File: config.mk
export PLATFORM = sky130hd
export DESIGN_NAME = quad_region_point_binner_unit
export DESIGN_NICKNAME = d
export VERILOG_FILES = /design/src/qrpb_pkg.sv /design/src/qrpb_ctrl.sv /design/src/qrpb_datapath.sv /design/src/quad_region_point_binner_unit.sv
export SDC_FILE = /design/constraint.sdc
export NUM_CORES = 2
export LEC_CHECK = 0
export BUFFER_PORTS_ARGS = -buffer_cell sky130_fd_sc_hd__buf_4
export CAP_MARGIN = 30
export CORE_UTILIZATION = 35
export CTS_CLUSTER_DIAMETER = 60
export DETAILED_ROUTE_END_ITERATION = 6
export GPL_TIMING_DRIVEN = 0
export PLACE_DENSITY_LB_ADDON = 0.25
export SLEW_MARGIN = 40
export SYNTH_ARGS = -nofsm -noshare
export SYNTH_HDL_FRONTEND = slang
export SYNTH_SLANG_ARGS = --single-unit
File: constraint.sdc
create_clock -name i_clk -period 11.3 [get_ports i_clk]
set_input_delay 2.825 -clock i_clk [delete_from_list [all_inputs] [get_ports i_clk]]
set_output_delay 2.825 -clock i_clk [all_outputs]
set_load 0.05 [all_outputs]
File: src/qrpb_pkg.sv
// Package for the quadrilateral region point binner.
// Holds opcodes, controller state codes and the command and status words
// shared by the controller and the datapath. Depends on nothing.
package qrpb_pkg;

    // Widths fixed by the port definition.
    localparam int PORT_COORD_BITS = 16;
    localparam int BIN_BITS        = 4;
    localparam int COUNT_BITS      = 5;

    // Four corners to a region; the walk over one region reads corner 0 again
    // at its end so that the closing edge looks like every other edge.
    localparam int         CORNERS      = 4;
    localparam logic [2:0] FIRST_CORNER = 3'd0;
    localparam logic [2:0] CLOSE_CORNER = 3'd4;

    localparam logic OP_LOAD     = 1'b0;
    localparam logic OP_CLASSIFY = 1'b1;

    typedef enum logic [2:0] {
        S_IDLE  = 3'b001,
        S_RUN   = 3'b010,
        S_DRAIN = 3'b100
    } t_state;

    // Commands from the controller to the datapath.
    typedef struct packed {
        logic write;       // store one vertex from the input ports
        logic load_point;  // capture the query point
        logic issue;       // read one corner into the edge pipeline
        logic flush;       // drop everything in flight
    } t_dp_cmd;

    // Status from the datapath: a region has been fully tested.
    typedef struct packed {
        logic region_done;
        logic hit;
    } t_dp_status;

endpackage

File: src/qrpb_ctrl.sv
// Controller of the quadrilateral region point binner.
// Holds the region count register, walks regions and corners, and owns the
// result strobe and payload registers. Uses qrpb_pkg.
module qrpb_ctrl
    import qrpb_pkg::*;
#(
    parameter int REGIONS = 16
) (
    input  logic                          i_clk,
    input  logic                          i_rst_n,
    input  logic                          start,
    output logic                          busy,
    input  logic                          i_opcode,
    input  logic [3:0]                    i_region_index,
    input  logic                          i_cfg_we,
    input  logic [COUNT_BITS-1:0]         i_cfg_wdata,
    output t_dp_cmd                       o_cmd,
    output logic [((REGIONS > 1) ? $clog2(REGIONS) : 1)-1:0] o_rd_region,
    output logic [2:0]                    o_rd_corner,
    input  t_dp_status                    i_status,
    input  logic [((REGIONS > 1) ? $clog2(REGIONS) : 1)-1:0] i_status_region,
    output logic                          o_done,
    output logic                          o_found,
    output logic [BIN_BITS-1:0]           o_bin_index
);

    localparam int RW = (REGIONS > 1) ? $clog2(REGIONS) : 1;
    localparam int AW = RW + 1;

    t_state                r_state, n_state;
    logic [COUNT_BITS-1:0] r_region_count;
    logic [AW-1:0]         r_active, n_active;
    logic [RW-1:0]         r_region, n_region;
    logic [2:0]            r_corner, n_corner;
    logic                  r_done, n_done;
    logic                  r_found, n_found;
    logic [BIN_BITS-1:0]   r_bin, n_bin;

    logic          accept, load_ok, classify;
    logic          working, last_region, last_status;
    logic          finish_hit, finish_miss, finish;
    logic [AW-1:0] active_cap;

    assign busy     = (r_state != S_IDLE);
    assign accept   = start & ~busy;
    assign classify = accept & (i_opcode == OP_CLASSIFY);
    assign load_ok  = accept & (i_opcode == OP_LOAD) & (int'(i_region_index) < REGIONS);

    // A count above the table size means the whole table.
    assign active_cap = (int'(r_region_count) > REGIONS) ? AW'(REGIONS)
                                                        : AW'(r_region_count);

    assign working     = (r_state == S_RUN) || (r_state == S_DRAIN);
    assign last_region = (AW'(r_region) == r_active - AW'(1));
    assign last_status = (AW'(i_status_region) == r_active - AW'(1));
    assign finish_hit  = working & i_status.region_done & i_status.hit;
    assign finish_miss = working & i_status.region_done & ~i_status.hit & last_status;
    assign finish      = finish_hit | finish_miss;

    assign o_cmd.write      = load_ok;
    assign o_cmd.load_point = classify;
    assign o_cmd.issue      = (r_state == S_RUN) & ~finish;
    assign o_cmd.flush      = finish;
    assign o_rd_region      = r_region;
    assign o_rd_corner      = r_corner;

    always_comb begin
        n_state  = r_state;
        n_active = r_active;
        n_region = r_region;
        n_corner = r_corner;
        n_done   = 1'b0;
        n_found  = r_found;
        n_bin    = r_bin;
        case (r_state)
            S_IDLE: begin
                if (classify) begin
                    n_active = active_cap;
                    n_region = '0;
                    n_corner = FIRST_CORNER;
                    if (active_cap == '0) begin
                        // No active region: answer not found at once.
                        n_done  = 1'b1;
                        n_found = 1'b0;
                        n_bin   = '0;
                    end else begin
                        n_state = S_RUN;
                    end
                end
            end
            S_RUN: begin
                if (r_corner == CLOSE_CORNER) begin
                    n_corner = FIRST_CORNER;
                    if (last_region) begin
                        n_state = S_DRAIN;
                    end else begin
                        n_region = r_region + RW'(1);
                    end
                end else begin
                    n_corner = r_corner + 3'd1;
                end
            end
            S_DRAIN: begin
                n_state = S_DRAIN;
            end
            default: begin
                n_state = S_IDLE;
            end
        endcase
        if (finish) begin
            n_state = S_IDLE;
            n_done  = 1'b1;
            n_found = finish_hit;
            n_bin   = finish_hit ? BIN_BITS'(i_status_region) : '0;
        end
    end

    always_ff @(posedge i_clk) begin
        if (!i_rst_n) begin
            r_state        <= S_IDLE;
            r_done         <= 1'b0;
            r_region_count <= '0;
        end else begin
            r_state <= n_state;
            r_done  <= n_done;
            if (i_cfg_we) begin
                r_region_count <= i_cfg_wdata;
            end
        end
    end

    always_ff @(posedge i_clk) begin
        r_active <= n_active;
        r_region <= n_region;
        r_corner <= n_corner;
        r_found  <= n_found;
        r_bin    <= n_bin;
    end

    assign o_done      = r_done;
    assign o_found     = r_found;
    assign o_bin_index = r_bin;

endmodule

File: src/qrpb_datapath.sv
// Datapath of the quadrilateral region point binner.
// Holds the vertex memory, the query point and the edge test pipeline that
// signs one cross product per cycle. Uses qrpb_pkg.
module qrpb_datapath
    import qrpb_pkg::*;
#(
    parameter int REGIONS    = 16,
    parameter int COORD_BITS = 16
) (
    input  logic                          i_clk,
    input  logic                          i_rst_n,
    input  t_dp_cmd                       i_cmd,
    input  logic [((REGIONS > 1) ? $clog2(REGIONS) : 1)-1:0] i_rd_region,
    input  logic [2:0]                    i_rd_corner,
    input  logic [3:0]                    i_region_index,
    input  logic [1:0]                    i_vertex_index,
    input  logic [PORT_COORD_BITS-1:0]    i_coord_x,
    input  logic [PORT_COORD_BITS-1:0]    i_coord_y,
    output t_dp_status                    o_status,
    output logic [((REGIONS > 1) ? $clog2(REGIONS) : 1)-1:0] o_status_region
);

    localparam int RW    = (REGIONS > 1) ? $clog2(REGIONS) : 1;
    localparam int CW    = (COORD_BITS < PORT_COORD_BITS) ? COORD_BITS : PORT_COORD_BITS;
    localparam int DEPTH = REGIONS * CORNERS;
    localparam int PW    = 2 * CW + 2;

    logic [2*CW-1:0] r_mem [0:DEPTH-1];
    logic [RW+1:0]   wr_addr, rd_addr;

    logic [CW-1:0]   r_px, r_py;
    logic [2*CW-1:0] r_rd;
    logic [CW-1:0]   r_prev_x, r_prev_y;
    logic [CW-1:0]   rd_x, rd_y;

    logic            r_s1_valid, r_s1_edge, r_s1_last;
    logic [RW-1:0]   r_s1_region;
    logic            r_s2_valid, r_s2_last;
    logic [RW-1:0]   r_s2_region;
    logic signed [CW:0] r_ex, r_ey, r_dx, r_dy;
    logic            r_s3_valid, r_s3_last;
    logic [RW-1:0]   r_s3_region;
    logic signed [PW-1:0] r_p1, r_p2;
    logic            r_s4_valid, r_s4_last, r_s4_pos;
    logic [RW-1:0]   r_s4_region;
    logic signed [PW:0] cross_sum;
    logic            r_outside;
    logic            region_done;

    assign wr_addr = {RW'(i_region_index), i_vertex_index};
    assign rd_addr = {i_rd_region,
                      (i_rd_corner == CLOSE_CORNER) ? 2'd0 : i_rd_corner[1:0]};

    always_ff @(posedge i_clk) begin
        if (i_cmd.write) begin
            r_mem[wr_addr] <= {CW'(i_coord_x), CW'(i_coord_y)};
        end
        r_rd <= r_mem[rd_addr];
    end

    assign rd_x = r_rd[2*CW-1:CW];
    assign rd_y = r_rd[CW-1:0];

    // Pipeline valid bits.
    always_ff @(posedge i_clk) begin
        if (!i_rst_n) begin
            r_s1_valid <= 1'b0;
            r_s2_valid <= 1'b0;
            r_s3_valid <= 1'b0;
            r_s4_valid <= 1'b0;
            r_outside  <= 1'b0;
        end else begin
            r_s1_valid <= i_cmd.issue & ~i_cmd.flush;
            r_s2_valid <= r_s1_valid & r_s1_edge & ~i_cmd.flush;
            r_s3_valid <= r_s2_valid & ~i_cmd.flush;
            r_s4_valid <= r_s3_valid & ~i_cmd.flush;
            if (i_cmd.flush || region_done) begin
                r_outside <= 1'b0;
            end else if (r_s4_valid) begin
                r_outside <= r_outside | r_s4_pos;
            end
        end
    end

    // Payload stages. Each corner read closes the edge from the corner before.
    always_ff @(posedge i_clk) begin
        if (i_cmd.load_point) begin
            r_px <= CW'(i_coord_x);
            r_py <= CW'(i_coord_y);
        end
        r_s1_edge   <= (i_rd_corner != FIRST_CORNER);
        r_s1_last   <= (i_rd_corner == CLOSE_CORNER);
        r_s1_region <= i_rd_region;
        if (r_s1_valid) begin
            r_prev_x <= rd_x;
            r_prev_y <= rd_y;
        end
        r_ex        <= $signed({1'b0, rd_x}) - $signed({1'b0, r_prev_x});
        r_ey        <= $signed({1'b0, rd_y}) - $signed({1'b0, r_prev_y});
        r_dx        <= $signed({1'b0, r_px}) - $signed({1'b0, r_prev_x});
        r_dy        <= $signed({1'b0, r_py}) - $signed({1'b0, r_prev_y});
        r_s2_last   <= r_s1_last;
        r_s2_region <= r_s1_region;
        r_p1        <= r_ex * r_dy;
        r_p2        <= r_ey * r_dx;
        r_s3_last   <= r_s2_last;
        r_s3_region <= r_s2_region;
        r_s4_pos    <= ~cross_sum[PW] & (|cross_sum);
        r_s4_last   <= r_s3_last;
        r_s4_region <= r_s3_region;
    end

    assign cross_sum = (PW + 1)'(r_p1) - (PW + 1)'(r_p2);

    // A region matches when none of its edges saw a positive cross product.
    assign region_done          = r_s4_valid & r_s4_last;
    assign o_status.region_done = region_done;
    assign o_status.hit         = region_done & ~(r_outside | r_s4_pos);
    assign o_status_region      = r_s4_region;

endmodule

File: src/quad_region_point_binner_unit.sv
// Top level of the quadrilateral region point binner.
// Joins the controller and the datapath; uses qrpb_pkg, qrpb_ctrl and
// qrpb_datapath.
//
// Usage. One input word is taken at a rising edge where start is high and
// busy is low. An opcode of load writes one corner of one region into the
// vertex memory in that same edge; it gives no result and the block stays
// free, so loads can follow each other on every cycle. A load whose region
// index lies beyond the table is dropped. An opcode of classify captures the
// query point and raises busy while the active regions are tested in index
// order; the lowest region whose edges all give a cross product of zero
// or less is reported. The result word shows on o_found and o_bin_index,
// marked by o_done for exactly one cycle; the receiver has no way to hold it.
// Timing. Each region takes five reads of the vertex memory (its four corners
// and the first corner again to close the last edge), one read a cycle, and
// each edge then passes through the registered stages of the edge pipeline.
// A region count of zero answers in the next cycle. The single memory read
// port sets the pace of the reads. The user must write the region count
// through i_cfg_we and i_cfg_wdata only while the block is idle; the block
// itself does not enforce this. Reset clears the region count and the
// control state; vertex memory contents are undefined until loaded.
module quad_region_point_binner_unit
    import qrpb_pkg::*;
#(
    parameter int REGIONS    = 16,
    parameter int COORD_BITS = 16
) (
    input  logic                       i_clk,
    input  logic                       i_rst_n,
    input  logic                       start,
    output logic                       busy,
    input  logic                       i_opcode,
    input  logic [3:0]                 i_region_index,
    input  logic [1:0]                 i_vertex_index,
    input  logic [PORT_COORD_BITS-1:0] i_coord_x,
    input  logic [PORT_COORD_BITS-1:0] i_coord_y,
    input  logic                       i_cfg_we,
    input  logic [COUNT_BITS-1:0]      i_cfg_wdata,
    output logic                       o_done,
    output logic                       o_found,
    output logic [BIN_BITS-1:0]        o_bin_index
);

    localparam int RW = (REGIONS > 1) ? $clog2(REGIONS) : 1;

    t_dp_cmd    cmd;
    t_dp_status status;
    logic [RW-1:0] rd_region;
    logic [RW-1:0] status_region;
    logic [2:0]    rd_corner;

    // The controller sequences regions and corners and owns the result word.
    qrpb_ctrl #(
        .REGIONS(REGIONS)
    ) u_ctrl (
        .i_clk          (i_clk),
        .i_rst_n        (i_rst_n),
        .start          (start),
        .busy           (busy),
        .i_opcode       (i_opcode),
        .i_region_index (i_region_index),
        .i_cfg_we       (i_cfg_we),
        .i_cfg_wdata    (i_cfg_wdata),
        .o_cmd          (cmd),
        .o_rd_region    (rd_region),
        .o_rd_corner    (rd_corner),
        .i_status       (status),
        .i_status_region(status_region),
        .o_done         (o_done),
        .o_found        (o_found),
        .o_bin_index    (o_bin_index)
    );

    // The datapath holds the vertices and signs one edge cross product a cycle.
    qrpb_datapath #(
        .REGIONS   (REGIONS),
        .COORD_BITS(COORD_BITS)
    ) u_datapath (
        .i_clk          (i_clk),
        .i_rst_n        (i_rst_n),
        .i_cmd          (cmd),
        .i_rd_region    (rd_region),
        .i_rd_corner    (rd_corner),
        .i_region_index (i_region_index),
        .i_vertex_index (i_vertex_index),
        .i_coord_x      (i_coord_x),
        .i_coord_y      (i_coord_y),
        .o_status       (status),
        .o_status_region(status_region)
    );

endmodule

==> impl_metrics.tcl <==
set metrics [dict create \
    ioPinCount 55 \
    fillers 30753 \
    place_congestion 1.04 \
    worst_clock_skew_ns 0.160 \
    muxShareOfSynthArea_pct 2.94 \
    synth_seq_cells 2333 \
    multi_input_area_mm2 0.0441 \
    cp.required_ns 11.93 \
    dieArea_mm2 0.334 \
    cts_num_sinks 2333 \
    yosysSeqAreaShare_pct 58.7 \
    ant_nets 0 \
    core-area_mm2 0.328 \
    final_hold_viol_count 0 \
    layout.cells.non_filler 14497 \
    grt_pass1_vias 75875 \
    setup_viol 0 \
    post_cts_buffers 0 \
    cts_resized 0 \
    placed_cells 14032 \
    synth_top_area_share_pct 55.1 \
    remaining_drc_errors 0 \
    antenna_found_initial 32 \
    layout_commonest_cell "edfxtp_1" \
    cts_buffers 248 \
    io_buffers 50 \
    dp_hpwl_um 265000 \
    wirelength_um 370000 \
    place_area_mm2 0.125 \
    hold_class "flop to flop" \
    die_x_um 578 \
    design_area_mm2 0.133 \
    grt_max_degree 66 \
    worstMarginPinSlew_ns 1.04 \
    slew_viol_final 0 \
    drive_above_1_share_pct 8.39 \
    initial_core_util_pct 35.3 \
    utilization_pct 40.6 \
    cts_tree "yes" \
    num_vias 76219 \
    grt_setup_unrepaired "false" \
    synth_compound_gate_area_share_pct 7.49 \
    synth_nets 10438 \
    start_kind "flop" \
    tns_ns 0 \
    synth.area.top_cells "edfxtp_1 55%, fa_1 10%, nand2_1 6.9%" \
    netlist_area_mm2 0.116 \
    regArea_mm2 0.0680 \
    cts_max_level 4 \
    synthSimpleGateAreaFrac_pct 12.6 \
    min_period_ns 7.95 \
    layout_common_cells "2129 x edfxtp_1, 2116 x nand2_1, 700 x inv_1, 596 x fa_1, 543 x nand3_1" \
    row_count 210 \
    grt_use_total_pct 21.9 \
    synth_edf_count 2129 \
    final_nets 10857 \
    max-cap-violations 0 \
    synthArstFlopShare_pct 0 \
    relSlewSlack_pct 30.0 \
    crit_arrival_ns 8.58 \
    via_per_inst 5.26 \
    drt-initial-drc-count 8101 \
    max_freq_ghz 0.126 \
    cts_buffer_depth 4 \
    die_h_um 578 \
    syn_to_final_growth_pct 15.0 \
    grt_overflow_total 0 \
    ys.flop_type "edfxtp_1" \
    syn-instance-count 9521 \
    cts-root-buf "clkbuf_16" \
    yosysUniqueCellTypes 78 \
    synth_fa_ha_area_share_pct 13.2 \
    cp_max_fo 10 \
    synth_top_family_by_area "adder cells" \
    insertion_delay_ns 0.95 \
    post_drt_wl_per_cell_um 25.5 \
    clk_pin_slew_ns 0.06 \
    outcome "finished, final reports clean" \
    grt_pass1_wl_um 530000 \
    synth_top_area_cell "edfxtp_1" \
    cts.hold.buffers_added 0 \
    min_period_over_period_pct 70.4 \
    critPathCaptureType "flop" \
    synth-xor-area-share_pct 1.02 \
    syn_area_per_cell_um2 12.2 \
    critical_path_class "flop to flop" \
    drt_first_pass_iters 6 \
    ys_warn_count 0 \
]
## cell usage after synthesis (70+ instances only)
cell and instances:
o21ai_0 322, a31oi_1 140, ha_1 272, clkbuf_1 436, edfxtp_1 2129, nor2_1 213
xnor2_1 111, a311oi_1 385, a21oi_1 236, mux2i_1 269, buf_2 70, fa_1 597
inv_1 701, and2_1 306, nand3_1 546, dfxtp_1 204, nand2_1 2122
## worst paths after layout
kind / slack (ns) / end / cells after the start / start
min reg2reg: 0.33 / u_datapath.o_status_region[3] / 0 / u_datapath.r_s3_region[3]
max reg2reg: 3.35 / u_datapath.r_rd[15] / 15 / u_ctrl.o_rd_corner[0]
min: 0.33 / u_datapath.o_status_region[3] / 0 / u_datapath.r_s3_region[3]
max: 3.35 / u_datapath.r_rd[15] / 15 / u_ctrl.o_rd_corner[0]
## state kept, by name, indices dropped and copies added (netlist names), 16 cells and up
| name | flops |
|---|---|
| u_datapath.r_prev_y | 16 |
| u_datapath.r_py | 16 |
| u_datapath.r_p1 | 34 |
| u_datapath.r_ex | 17 |
| u_datapath.r_mem | 2048 |
| u_datapath.r_prev_x | 16 |
| u_datapath.r_p2 | 34 |
| u_datapath.r_rd | 32 |
| u_datapath.r_px | 16 |
| u_datapath.r_ey | 17 |
| u_datapath.r_dx | 17 |
| u_datapath.r_dy | 17 |
## worst max-delay path, cell delays in order (launching register included)
cell and delay [ns]:
edfxtp_1 0.41, clkbuf_1 0.37, inv_2 0.46, clkbuf_1 0.73
clkbuf_1 0.50, ha_1 0.26, nand2_1 0.52, nand2_1 0.37
buf_4 0.39, buf_2 0.74, buf_2 0.55, clkbuf_1 0.44
nand3_1 0.13, a31oi_1 0.66, a21oi_1 0.38, mux4_2 0.66
## cell type report
| class | count | area share (%) |
|---|---|---|
| plain buffers | 533 | 1.61 |
| well taps | 4346 | 4.08 |
| clock buffers | 316 | 5.02 |
| clock inverters | 134 | 0.994 |
| flip-flops and latches | 2333 | 51.0 |
| multi-input cells | 5952 | 33.1 |
| repair buffers | 169 | 2.18 |
| inverters | 703 | 1.98 |
| diodes | 11 | 0.0206 |
## kinds of logic (layout without fill, tap and decap cells)
group,after synthesis,count (layout)
and+or+nand+nor,3367,3367
DFF,2333,2333
muxes,301,301
buffers and inverters,1236,1855
xor gates and xnor gates,135,135
adders and majority gates,869,869
AOI/OAI and AO/OA,1280,1280
other,0,11
## per-layer routing
layer / track usage, % / vias to the layer above / part of all wire, %
li1: - / 34366 / -
met4: 8.59 / 8 / 4.4
met1: 29.2 / 38470 / 42
met2: 35.9 / 2812 / 47
met3: 3.21 / 563 / 6.9
met5: 0 / - / 0.015
## per-stage QoR
stage	setup WS (ns)	hold slack, ns
CTS	3.38	0.327
detailed placement	3.45	0.312
finish	3.35	0.326
global placement	2.56	0.314
floorplan	5.01	0.310
global route	2.79	0.333
Power is not shown: default switching activity piles up to over one toggle a cycle in this logic, so the estimate is an artifact.
